File: config.mk
export PLATFORM = sky130hd
export DESIGN_NAME = priority_ready_queue_scheduler_flat
export DESIGN_NICKNAME = d
export VERILOG_FILES = /design/src/sv/prqs_pkg.sv /design/src/sv/prqs_if.sv /design/src/sv/prqs_level_cell.sv /design/src/sv/priority_ready_queue_scheduler.sv /design/src/flat_wrapper.sv
export SDC_FILE = /design/constraint.sdc
export NUM_CORES = 1
export LEC_CHECK = 0
export ABC_AREA = 1
export BUFFER_PORTS_ARGS = -buffer_cell sky130_fd_sc_hd__buf_2
export CORE_MARGIN = 2
export CORE_UTILIZATION = 47
export CTS_CLUSTER_SIZE = 40
export DETAILED_ROUTE_END_ITERATION = 10
export GPL_TIMING_DRIVEN = 0
export PLACE_DENSITY = 0.6
export SYNTH_ARGS = -nofsm -noshare
export SYNTH_HDL_FRONTEND = slang
export SYNTH_SLANG_ARGS = --single-unit
File: constraint.sdc
create_clock -name clk -period 4.36 [get_ports clk]
set_input_delay 0.654 -clock clk [delete_from_list [all_inputs] [get_ports clk]]
set_output_delay 0.654 -clock clk [all_outputs]
set_load 0.1 [all_outputs]
File: src/sv/prqs_pkg.sv
// Shared types and constants of the priority ready queue scheduler.
package prqs_pkg;

    localparam int TASKS_DEF  = 16;
    localparam int LEVELS_DEF = 8;

    // Port field widths.
    localparam int FUNC_W = 2;
    localparam int ID_W   = 4;
    localparam int PRIO_W = 3;

    // Widest values the parameters may reach (256 tasks, 64 levels).
    localparam int TID_MAX_W = 8;
    localparam int LVL_MAX_W = 6;
    localparam int CNT_MAX_W = 9;

    typedef enum logic [FUNC_W-1:0] {
        FN_ADD   = 2'd0,
        FN_DEQ   = 2'd1,
        FN_REM   = 2'd2,
        FN_SCHED = 2'd3
    } func_t;

    // Broadcast from the sequencer to every level cell.
    typedef struct packed {
        logic                 upd;
        logic [LVL_MAX_W-1:0] lvl;
        logic                 set_head;
        logic [TID_MAX_W-1:0] head;
        logic                 set_tail;
        logic [TID_MAX_W-1:0] tail;
        logic                 inc;
        logic                 dec;
        logic                 scan_start;
        logic [LVL_MAX_W-1:0] scan_lvl;
    } cell_cmd_t;

    // What one level cell reports.
    typedef struct packed {
        logic [TID_MAX_W-1:0] head;
        logic [TID_MAX_W-1:0] tail;
        logic [CNT_MAX_W-1:0] count;
        logic                 nonempty;
        logic                 tok_out;
        logic                 hit;
    } cell_status_t;

endpackage

File: src/sv/prqs_if.sv
// Request and response channel interfaces of the scheduler.
interface prqs_req_if;
    logic                          valid;
    logic                          ready;
    logic [prqs_pkg::FUNC_W-1:0]   func;
    logic [prqs_pkg::ID_W-1:0]     task_id;
    logic [prqs_pkg::PRIO_W-1:0]   priority_req;

    modport source (output valid, output func, output task_id, output priority_req,
                    input ready);
    modport sink   (input valid, input func, input task_id, input priority_req,
                    output ready);
endinterface

interface prqs_rsp_if;
    logic                          valid;
    logic                          ready;
    logic [prqs_pkg::ID_W-1:0]     out_task;
    logic                          found;
    logic [prqs_pkg::ID_W-1:0]     active_task;
    logic [prqs_pkg::PRIO_W-1:0]   current_level;
    logic                          none_ready;

    modport source (output valid, output out_task, output found, output active_task,
                    output current_level, output none_ready, input ready);
    modport sink   (input valid, input out_task, input found, input active_task,
                    input current_level, input none_ready, output ready);
endinterface

File: src/sv/prqs_level_cell.sv
// One priority level: queue head, tail and count, plus one stage of the scan chain.
module prqs_level_cell #(
    parameter int TASKS    = prqs_pkg::TASKS_DEF,
    parameter int LEVELS   = prqs_pkg::LEVELS_DEF,
    parameter int LEVEL_ID = 0
) (
    input  logic                   clk,
    input  logic                   rst_n,
    input  prqs_pkg::cell_cmd_t    cmd,
    input  logic                   tok_in,
    output prqs_pkg::cell_status_t status
);

    localparam int TW = $clog2(TASKS);
    localparam int CW = $clog2(TASKS + 1);
    localparam logic IS_LAST = (LEVEL_ID == LEVELS - 1);

    logic [TW-1:0] head_reg;
    logic [TW-1:0] tail_reg;
    logic [CW-1:0] count_reg;
    logic [CW-1:0] count_next;
    logic          tok_reg;
    logic          tok_next;
    logic          mine;
    logic          start_here;
    logic          nonempty;

    assign mine       = cmd.upd &&
                        (cmd.lvl == prqs_pkg::LVL_MAX_W'(LEVEL_ID));
    assign start_here = cmd.scan_start &&
                        (cmd.scan_lvl == prqs_pkg::LVL_MAX_W'(LEVEL_ID));
    assign nonempty   = (count_reg != '0);

    always_comb
    begin
        count_next = count_reg;
        if (mine && cmd.inc)
        begin
            count_next = count_reg + CW'(1);
        end
        else if (mine && cmd.dec)
        begin
            count_next = count_reg - CW'(1);
        end
        // token stops at a non-empty level or at the idle level
        tok_next = start_here || tok_in;
    end

    always_ff @(posedge clk or negedge rst_n)
    begin
        if (!rst_n)
        begin
            count_reg <= '0;
            tok_reg   <= 1'b0;
        end
        else
        begin
            count_reg <= count_next;
            tok_reg   <= tok_next;
        end
    end

    always_ff @(posedge clk)
    begin
        if (mine && cmd.set_head)
        begin
            head_reg <= TW'(cmd.head);
        end
        if (mine && cmd.set_tail)
        begin
            tail_reg <= TW'(cmd.tail);
        end
    end

    assign status.head     = prqs_pkg::TID_MAX_W'(head_reg);
    assign status.tail     = prqs_pkg::TID_MAX_W'(tail_reg);
    assign status.count    = prqs_pkg::CNT_MAX_W'(count_reg);
    assign status.nonempty = nonempty;
    assign status.tok_out  = tok_reg && !nonempty && !IS_LAST;
    assign status.hit      = tok_reg && (nonempty || IS_LAST);

endmodule

File: src/sv/priority_ready_queue_scheduler.sv
// Top level of the priority ready queue scheduler: sequencer, link memory, level cells.
//
// One ready queue per priority level (0 most urgent, LEVELS-1 the idle level),
// each a singly linked FIFO whose links sit in one shared link memory of TASKS
// entries; each level keeps head, tail and count in a level cell. Items are taken
// one at a time and each gives exactly one response word. An add completes in the
// execute state; a dequeue or removal of a queue head reads the head's link and
// then pops; removal of a later entry walks the list and, when the entry is not
// the tail, bridges over it in an unlink step; a dequeue or removal that finds its
// level empty, or misses in a one-entry level, goes straight to the response.
// Removal walks the list one link per cycle through the registered read port of
// the link memory; schedule passes a token down the chain of level cells, one
// cell per cycle, stopping at the first non-empty level or at the idle level.
// A finished response waits in an output register, so a new request word is taken
// while the previous response is still pending; the item after that waits in its
// done state until the sink takes the word. Link entries never written read back
// as arbitrary values, but the walks are bounded by the level counts and never
// reach them. No clearing pass is needed.
module priority_ready_queue_scheduler #(
    parameter int TASKS  = prqs_pkg::TASKS_DEF,
    parameter int LEVELS = prqs_pkg::LEVELS_DEF
) (
    input  logic        clk,
    input  logic        rst_n,
    prqs_req_if.sink    req,
    prqs_rsp_if.source  rsp
);

    localparam int TW = $clog2(TASKS);
    localparam int LW = $clog2(LEVELS);
    localparam int CW = $clog2(TASKS + 1);

    typedef enum logic [2:0] {
        S_IDLE,
        S_EXEC,
        S_POP,
        S_WALK,
        S_UNLINK,
        S_SCAN,
        S_DONE
    } state_t;

    // sequencer registers
    state_t                     state_reg, state_next;
    prqs_pkg::func_t            func_reg, func_next;
    logic [prqs_pkg::ID_W-1:0]  tid_reg, tid_next;
    logic                       tid_ok_reg, tid_ok_next;
    logic [LW-1:0]              lvl_reg, lvl_next;
    logic [TW-1:0]              prev_reg, prev_next;
    logic [TW-1:0]              cur_reg, cur_next;
    logic [CW-1:0]              idx_reg, idx_next;
    logic [TW-1:0]              res_task_reg, res_task_next;
    logic                       res_found_reg, res_found_next;
    logic                       res_none_reg, res_none_next;
    logic [LW-1:0]              level_now_reg, level_now_next;
    logic [TW-1:0]              task_now_reg, task_now_next;

    // response word register
    logic                       rsp_valid_reg, rsp_valid_next;
    logic [prqs_pkg::ID_W-1:0]  out_task_reg, out_task_next;
    logic                       found_reg, found_next;
    logic [prqs_pkg::ID_W-1:0]  active_task_reg, active_task_next;
    logic [prqs_pkg::PRIO_W-1:0] current_level_reg, current_level_next;
    logic                       none_ready_reg, none_ready_next;

    // link memory
    logic [TW-1:0]              link_mem [TASKS];
    logic [TW-1:0]              rd_data_reg;
    logic [TW-1:0]              rd_addr;
    logic                       lk_we;
    logic [TW-1:0]              lk_waddr;
    logic [TW-1:0]              lk_wdata;

    // level cells
    prqs_pkg::cell_cmd_t        cmd;
    prqs_pkg::cell_status_t     cell_st [LEVELS];
    logic [LEVELS-1:0]          cell_tok_in;

    // decoded views
    logic [LW-1:0]              req_lvl;
    logic                       req_tid_ok;
    logic [TW-1:0]              tid_idx;
    logic [CW-1:0]              sel_cnt;
    logic [TW-1:0]              sel_head;
    logic [TW-1:0]              sel_tail;
    logic                       any_hit;
    logic [LW-1:0]              hit_lvl;
    logic [TW-1:0]              hit_head;
    logic                       hit_nonempty;

    // out-of-range level maps to the idle level
    assign req_lvl    = (int'(req.priority_req) >= LEVELS) ? LW'(LEVELS - 1)
                                                           : LW'(req.priority_req);
    assign req_tid_ok = (int'(req.task_id) < TASKS);
    assign tid_idx    = TW'(tid_reg);

    assign sel_cnt  = CW'(cell_st[lvl_reg].count);
    assign sel_head = TW'(cell_st[lvl_reg].head);
    assign sel_tail = TW'(cell_st[lvl_reg].tail);

    // one-hot token hit to level index
    always_comb
    begin
        any_hit      = 1'b0;
        hit_lvl      = '0;
        hit_head     = '0;
        hit_nonempty = 1'b0;
        for (int i = 0; i < LEVELS; i++)
        begin
            if (cell_st[i].hit)
            begin
                any_hit      = 1'b1;
                hit_lvl      = hit_lvl | LW'(i);
                hit_head     = hit_head | TW'(cell_st[i].head);
                hit_nonempty = hit_nonempty | cell_st[i].nonempty;
            end
        end
    end

    always_comb
    begin
        state_next         = state_reg;
        func_next          = func_reg;
        tid_next           = tid_reg;
        tid_ok_next        = tid_ok_reg;
        lvl_next           = lvl_reg;
        prev_next          = prev_reg;
        cur_next           = cur_reg;
        idx_next           = idx_reg;
        res_task_next      = res_task_reg;
        res_found_next     = res_found_reg;
        res_none_next      = res_none_reg;
        level_now_next     = level_now_reg;
        task_now_next      = task_now_reg;
        rsp_valid_next     = rsp_valid_reg && !rsp.ready;
        out_task_next      = out_task_reg;
        found_next         = found_reg;
        active_task_next   = active_task_reg;
        current_level_next = current_level_reg;
        none_ready_next    = none_ready_reg;

        cmd        = '0;
        cmd.lvl    = prqs_pkg::LVL_MAX_W'(lvl_reg);
        rd_addr    = '0;
        lk_we      = 1'b0;
        lk_waddr   = '0;
        lk_wdata   = '0;

        unique case (state_reg)
            S_IDLE:
            begin
                if (req.valid)
                begin
                    func_next      = prqs_pkg::func_t'(req.func);
                    tid_next       = req.task_id;
                    tid_ok_next    = req_tid_ok;
                    lvl_next       = req_lvl;
                    res_task_next  = '0;
                    res_found_next = 1'b0;
                    res_none_next  = 1'b0;
                    state_next     = S_EXEC;
                end
            end

            S_EXEC:
            begin
                state_next = S_DONE;
                unique case (func_reg)
                    prqs_pkg::FN_ADD:
                    begin
                        if (tid_ok_reg && sel_cnt != CW'(TASKS))
                        begin
                            cmd.upd      = 1'b1;
                            cmd.set_head = (sel_cnt == '0);
                            cmd.head     = prqs_pkg::TID_MAX_W'(tid_idx);
                            cmd.set_tail = 1'b1;
                            cmd.tail     = prqs_pkg::TID_MAX_W'(tid_idx);
                            cmd.inc      = 1'b1;
                            if (sel_cnt != '0)
                            begin
                                lk_we    = 1'b1;
                                lk_waddr = sel_tail;
                                lk_wdata = tid_idx;
                            end
                            if (lvl_reg < level_now_reg)
                            begin
                                level_now_next = lvl_reg;
                            end
                        end
                    end
                    prqs_pkg::FN_DEQ:
                    begin
                        if (sel_cnt != '0)
                        begin
                            rd_addr    = sel_head;
                            cur_next   = sel_head;
                            state_next = S_POP;
                        end
                    end
                    prqs_pkg::FN_REM:
                    begin
                        if (tid_ok_reg && sel_cnt != '0)
                        begin
                            rd_addr = sel_head;
                            if (sel_head == tid_idx)
                            begin
                                cur_next   = sel_head;
                                state_next = S_POP;
                            end
                            else if (sel_cnt != CW'(1))
                            begin
                                prev_next  = sel_head;
                                idx_next   = CW'(1);
                                state_next = S_WALK;
                            end
                        end
                    end
                    prqs_pkg::FN_SCHED:
                    begin
                        cmd.scan_start = 1'b1;
                        cmd.scan_lvl   = prqs_pkg::LVL_MAX_W'(level_now_reg);
                        state_next     = S_SCAN;
                    end
                    default:
                    begin
                        state_next = S_DONE;
                    end
                endcase
            end

            // head leaves: new head is the popped task's link
            S_POP:
            begin
                cmd.upd        = 1'b1;
                cmd.set_head   = 1'b1;
                cmd.head       = prqs_pkg::TID_MAX_W'(rd_data_reg);
                cmd.dec        = 1'b1;
                res_task_next  = cur_reg;
                res_found_next = 1'b1;
                state_next     = S_DONE;
            end

            // rd_data_reg holds the successor of prev_reg
            S_WALK:
            begin
                if (rd_data_reg == tid_idx)
                begin
                    res_task_next  = rd_data_reg;
                    res_found_next = 1'b1;
                    if (idx_reg == sel_cnt - CW'(1))
                    begin
                        cmd.upd      = 1'b1;
                        cmd.set_tail = 1'b1;
                        cmd.tail     = prqs_pkg::TID_MAX_W'(prev_reg);
                        cmd.dec      = 1'b1;
                        state_next   = S_DONE;
                    end
                    else
                    begin
                        rd_addr    = rd_data_reg;
                        state_next = S_UNLINK;
                    end
                end
                else
                begin
                    prev_next = rd_data_reg;
                    idx_next  = idx_reg + CW'(1);
                    if (idx_reg + CW'(1) < sel_cnt)
                    begin
                        rd_addr = rd_data_reg;
                    end
                    else
                    begin
                        state_next = S_DONE;
                    end
                end
            end

            // bridge prev over the removed task
            S_UNLINK:
            begin
                lk_we      = 1'b1;
                lk_waddr   = prev_reg;
                lk_wdata   = rd_data_reg;
                cmd.upd    = 1'b1;
                cmd.dec    = 1'b1;
                state_next = S_DONE;
            end

            S_SCAN:
            begin
                if (any_hit)
                begin
                    level_now_next = hit_lvl;
                    if (hit_nonempty)
                    begin
                        task_now_next = hit_head;
                    end
                    else
                    begin
                        res_none_next = 1'b1;
                    end
                    state_next = S_DONE;
                end
            end

            S_DONE:
            begin
                if (!rsp_valid_reg || rsp.ready)
                begin
                    rsp_valid_next     = 1'b1;
                    out_task_next      = prqs_pkg::ID_W'(res_task_reg);
                    found_next         = res_found_reg;
                    active_task_next   = prqs_pkg::ID_W'(task_now_reg);
                    current_level_next = prqs_pkg::PRIO_W'(level_now_reg);
                    none_ready_next    = res_none_reg;
                    state_next         = S_IDLE;
                end
            end

            default:
            begin
                state_next = S_IDLE;
            end
        endcase
    end

    always_ff @(posedge clk or negedge rst_n)
    begin
        if (!rst_n)
        begin
            state_reg         <= S_IDLE;
            func_reg          <= prqs_pkg::FN_ADD;
            tid_reg           <= '0;
            tid_ok_reg        <= 1'b0;
            lvl_reg           <= '0;
            prev_reg          <= '0;
            cur_reg           <= '0;
            idx_reg           <= '0;
            res_task_reg      <= '0;
            res_found_reg     <= 1'b0;
            res_none_reg      <= 1'b0;
            level_now_reg     <= LW'(LEVELS - 1);
            task_now_reg      <= '0;
            rsp_valid_reg     <= 1'b0;
            out_task_reg      <= '0;
            found_reg         <= 1'b0;
            active_task_reg   <= '0;
            current_level_reg <= '0;
            none_ready_reg    <= 1'b0;
        end
        else
        begin
            state_reg         <= state_next;
            func_reg          <= func_next;
            tid_reg           <= tid_next;
            tid_ok_reg        <= tid_ok_next;
            lvl_reg           <= lvl_next;
            prev_reg          <= prev_next;
            cur_reg           <= cur_next;
            idx_reg           <= idx_next;
            res_task_reg      <= res_task_next;
            res_found_reg     <= res_found_next;
            res_none_reg      <= res_none_next;
            level_now_reg     <= level_now_next;
            task_now_reg      <= task_now_next;
            rsp_valid_reg     <= rsp_valid_next;
            out_task_reg      <= out_task_next;
            found_reg         <= found_next;
            active_task_reg   <= active_task_next;
            current_level_reg <= current_level_next;
            none_ready_reg    <= none_ready_next;
        end
    end

    // link memory: one write port, one registered read port
    always_ff @(posedge clk)
    begin
        if (lk_we)
        begin
            link_mem[lk_waddr] <= lk_wdata;
        end
        rd_data_reg <= link_mem[rd_addr];
    end

    // chain of level cells; the scan token moves toward the idle level
    assign cell_tok_in[0] = 1'b0;
    for (genvar g = 1; g < LEVELS; g++)
    begin : g_tok
        assign cell_tok_in[g] = cell_st[g-1].tok_out;
    end

    for (genvar g = 0; g < LEVELS; g++)
    begin : g_cell
        prqs_level_cell #(
            .TASKS    (TASKS),
            .LEVELS   (LEVELS),
            .LEVEL_ID (g)
        ) u_cell (
            .clk    (clk),
            .rst_n  (rst_n),
            .cmd    (cmd),
            .tok_in (cell_tok_in[g]),
            .status (cell_st[g])
        );
    end

    assign req.ready         = (state_reg == S_IDLE);
    assign rsp.valid         = rsp_valid_reg;
    assign rsp.out_task      = out_task_reg;
    assign rsp.found         = found_reg;
    assign rsp.active_task   = active_task_reg;
    assign rsp.current_level = current_level_reg;
    assign rsp.none_ready    = none_ready_reg;

endmodule
File: src/flat_wrapper.sv
// flat-port wrapper written by rule: the top's interface ports become plain ports
module priority_ready_queue_scheduler_flat 
#(
    parameter int TASKS  = prqs_pkg::TASKS_DEF,
    parameter int LEVELS = prqs_pkg::LEVELS_DEF
)
  (clk, rst_n, req_valid, req_func, req_task_id, req_priority_req, req_ready, rsp_valid, rsp_out_task, rsp_found, rsp_active_task, rsp_current_level, rsp_none_ready, rsp_ready);
  prqs_req_if req_i ();
  prqs_rsp_if rsp_i ();
  input  logic clk;
  input  logic rst_n;
  input wire logic [$bits(req_i.valid)-1:0] req_valid;
  input wire logic [$bits(req_i.func)-1:0] req_func;
  input wire logic [$bits(req_i.task_id)-1:0] req_task_id;
  input wire logic [$bits(req_i.priority_req)-1:0] req_priority_req;
  output wire logic [$bits(req_i.ready)-1:0] req_ready;
  output wire logic [$bits(rsp_i.valid)-1:0] rsp_valid;
  output wire logic [$bits(rsp_i.out_task)-1:0] rsp_out_task;
  output wire logic [$bits(rsp_i.found)-1:0] rsp_found;
  output wire logic [$bits(rsp_i.active_task)-1:0] rsp_active_task;
  output wire logic [$bits(rsp_i.current_level)-1:0] rsp_current_level;
  output wire logic [$bits(rsp_i.none_ready)-1:0] rsp_none_ready;
  input wire logic [$bits(rsp_i.ready)-1:0] rsp_ready;
  assign req_i.valid = req_valid;
  assign req_i.func = req_func;
  assign req_i.task_id = req_task_id;
  assign req_i.priority_req = req_priority_req;
  assign req_ready = req_i.ready;
  assign rsp_valid = rsp_i.valid;
  assign rsp_out_task = rsp_i.out_task;
  assign rsp_found = rsp_i.found;
  assign rsp_active_task = rsp_i.active_task;
  assign rsp_current_level = rsp_i.current_level;
  assign rsp_none_ready = rsp_i.none_ready;
  assign rsp_i.ready = rsp_ready;
  priority_ready_queue_scheduler #(.TASKS(TASKS), .LEVELS(LEVELS)) u_core (.clk(clk), .rst_n(rst_n), .req(req_i), .rsp(rsp_i));
endmodule
==> impl_metrics.py <==
metrics = {
    "status": {
        "status": "finished clean",
    },
    "worst_setup_path": {
        "critPathKind": "flip-flop to flip-flop",
        "timing.rr.start": "u_core.lvl_reg[1]$_DFFE_PN0P_",
        "r2r_end": "u_core.g_cell[4].u_cell.count_reg[4]$_DFFE_PN0P_",
        "ff2ff_setup_slack_ns": 0.38,
        "crit_path_end_kind": "flip-flop",
        "reg2reg_depth": 22,
        "cp.arrival_ns": 4.40,
        "start_kind": "flip-flop",
        "required_ns": 4.78,
        "cp_max_fo": 10,
    },
    "logic_synthesis": {
        "synth_edf_count": 128,
        "async_reset_ff_frac": 0.433,
        "synth_area_mm2": 0.0122,
        "syn_area_per_cell_um2": 9.53,
        "synth-seq-cells": 233,
        "ys_seq_area_frac": 0.530,
        "synthCells": 1277,
        "ys.flop_type": "edfxtp_1",
        "ys_warn_count": 0,
        "syn-num-nets": 1339,
        "ys_types": 57,
    },
    "global_route": {
        "grt_max_degree": 69,
        "track_usage": 0.245,
        "grt_overflow": 0,
        "first_global_vias": 8991,
        "grt_pass1_wl_mm": 50.7,
        "antenna_found_initial": 0,
    },
    "floorplan": {
        "die_y_um": 165,
        "die-area_mm2": 0.0272,
        "pin_count": 28,
        "rows": 58,
        "die_x_um": 165,
        "core_mm2": 0.0253,
        "initial_utilization": 0.480,
    },
    "sta": {
        "fin_crit_sh": 0.913,
        "fmax_ghz": 0.251,
        "tightest_slew_ns": 1.20,
        "hold_viol": 0,
        "slew_headroom": 0.191,
        "setup_violations": 0,
        "clock_skew_ns": 0.00890,
        "period_needed_ns": 3.98,
        "holdWs_ns": 0.0839,
        "rsz0062_at_grt": "false",
        "maxSlewViolCount": 0,
    },
    "placement": {
        "dp_hpwl_mm": 23.5,
        "port_buffers": 27,
        "dp_cells": 1636,
        "gp_congestion": 0.889,
    },
    "routing": {
        "wirelength_mm": 32.3,
        "vias": 9346,
        "wl_per_cell_um": 19.1,
        "drt_pre_antenna_iters": 5,
        "drt_iter0_drc": 890,
        "via_per_inst": 5.54,
        "drcViolationCount": 0,
        "ant_nets": 0,
    },
    "power": {
        "p_leak_nw": 5.98,
        "p_total_mw": 10.1,
        "p_int_mw": 5.59,
        "power.share.sequential": 0.326,
        "pwr-share-clk": 0.210,
        "power_switching_mw": 4.49,
        "p_sw_frac": 0.446,
        "irDropWorstVdd_v": 0.000566,
        "p_comb_frac": 0.464,
        "power.density_mw_per_mm2": 739,
    },
    "clock_network": {
        "path_clk_slew_ns": 0.06,
        "h-tree-depth": 1,
        "clk_latency_ns": 0.54,
        "clock_sinks": 233,
        "numCtsBuffers": 26,
        "clockRootBuffer": "clkbuf_16",
        "clockBufferDepth": 3,
        "cts_hold_buf": 0,
        "cts_tree": "built",
    },
    "finish": {
        "layout_commonest_cell": "nand2_1",
        "final_net_count": 1398,
        "synthToLayoutAreaGrowth_pct": 12.1,
        "final_cell_mix": "238 x nand2_1, 144 x inv_1, 128 x edfxtp_1",
        "final_cells": 1686,
        "antennaDiodeCount": 0,
        "final_util": 0.539,
        "largest_reg_flops": 64,
        "drive_above_1_share": 0.115,
    },
    "worst_hold_path": {
        "min-delay-path-class": "primary input to asynchronous set/reset pin",
    },
    "run": {
        "maxCapViolations": 0,
    },
}
-- critical path, cell delays in order (launching register included) --
cell        delay (ns)
dfrtp_1           0.45
buf_4             0.22
nand2_2           0.11
buf_6             0.16
nor2_1            0.05
nor2_1            0.10
nand3_1           0.12
nand2_2           0.18
ha_1              0.17
inv_1             0.04
nor2_2            0.16
nand2_1           0.13
nand2_4           0.25
clkinvlp_4        0.28
buf_4             0.21
nand3_1           0.21
ha_1              0.33
nand2_1           0.08
nand2_1           0.05
a21oi_1           0.16
xor2_1            0.16
nor2_1            0.07
xor2_1            0.14
-- metal layers --
metal,part of all wire,global-route usage,vias to the layer above
li1,-,-,4463
met1,0.44,0.341,4467
met2,0.46,0.397,352
met3,0.063,0.0349,64
met4,0.033,0.0787,0
met5,0,0,-
-- cells by family (layout without fill, tap and decap cells) --
| group | count (synthesis) | in the layout | share of synthesized area |
|---|---|---|---|
| flip-flops | 233 | 233 | 0.530 |
| XOR/XNOR | 51 | 51 | 0.0367 |
| AND/OR/NAND/NOR | 565 | 565 | 0.214 |
| multiplexers | 9 | 9 | 0.00833 |
| AO/OA/AOI/OAI | 188 | 188 | 0.0920 |
| adder cells (fa/ha/maj) | 49 | 49 | 0.0553 |
| buffers and inverters | 182 | 261 | 0.0628 |
-- area by class of cell --
cell class	instances	area, um^2
Sequential cell	233	6450
Fill cell	2282	11700
Inverter	150	572
Multi-Input combinational cell	862	4970
Clock inverter	13	110
Buffer	31	194
Tap cell	330	413
Clock buffer	35	724
Timing Repair Buffer	32	199
-- power groups by stage --
stage	logic [mW]	clock network (mW)	registers, mW
2_1_floorplan	3.13	0	3.50
3_3_place_gp	4.55	0	3.31
3_5_place_dp	4.63	0	3.32
4_1_cts	4.66	2.16	3.28
5_1_grt	5.21	2.26	3.35
6_report	4.68	2.12	3.28
-- through the flow --
step                      TNS, ns  area [um^2]  worst slack [ns]
after floorplan                 0        12200             0.915
after global placement      -1.54        12700            -0.226
after detailed placement    -1.68        12800            -0.265
after CTS                       0        13600             0.103
after global routing            0        13600            0.0794
final                           0        13600             0.377
-- Yosys cell counts (all sizes together), types with 5 or more instances --
master | instances | area (um^2)
nand3 | 129 | 681
xnor2 | 21 | 184
nand3b | 27 | 215
o22ai | 33 | 206
a22oi | 6 | 45.0
nand4 | 6 | 37.5
nand2 | 261 | 1090
edfxtp | 128 | 3840
clkbuf | 8 | 30.0
dfrtp | 98 | 2450
a221oi | 6 | 52.6
nor2 | 123 | 482
ha | 41 | 513
o21a | 5 | 37.5
nor3 | 11 | 55.1
o21ai | 80 | 404
a21oi | 37 | 193
fa | 8 | 160
buf | 24 | 166
inv | 150 | 568
xor2 | 30 | 263
mux2 | 9 | 101
-- worst max-delay path by stage --
stage | startpoint | endpoint | slack (ns) | cells after the start
2_1_floorplan | u_core.lvl_reg[0]$_DFFE_PN0P_ | u_core.g_cell[4].u_cell.count_reg[4]$_DFFE_PN0P_ | 0.91 | 23
3_3_place_gp | u_core.lvl_reg[0]$_DFFE_PN0P_ | u_core.g_cell[6].u_cell.count_reg[4]$_DFFE_PN0P_ | -0.23 | 23
3_5_place_dp | u_core.lvl_reg[0]$_DFFE_PN0P_ | u_core.g_cell[6].u_cell.count_reg[4]$_DFFE_PN0P_ | -0.27 | 23
4_1_cts | u_core.lvl_reg[1]$_DFFE_PN0P_ | u_core.g_cell[5].u_cell.count_reg[4]$_DFFE_PN0P_ | 0.10 | 21
5_1_grt | u_core.lvl_reg[0]$_DFFE_PN0P_ | u_core.g_cell[5].u_cell.count_reg[4]$_DFFE_PN0P_ | 0.08 | 22
6_report | u_core.lvl_reg[1]$_DFFE_PN0P_ | u_core.g_cell[4].u_cell.count_reg[4]$_DFFE_PN0P_ | 0.38 | 22
-- what timing repair did --
| action | 4_1_cts | 5_1_grt |
|---|---|---|
| setup buffers | 3 | 0 |
| pin swaps | 0 | 0 |
| resized for setup | 2 | 2 |
| setup endpoints to repair | 8 | 49 |
No activity file was read; power rests on OpenSTA's default activity.
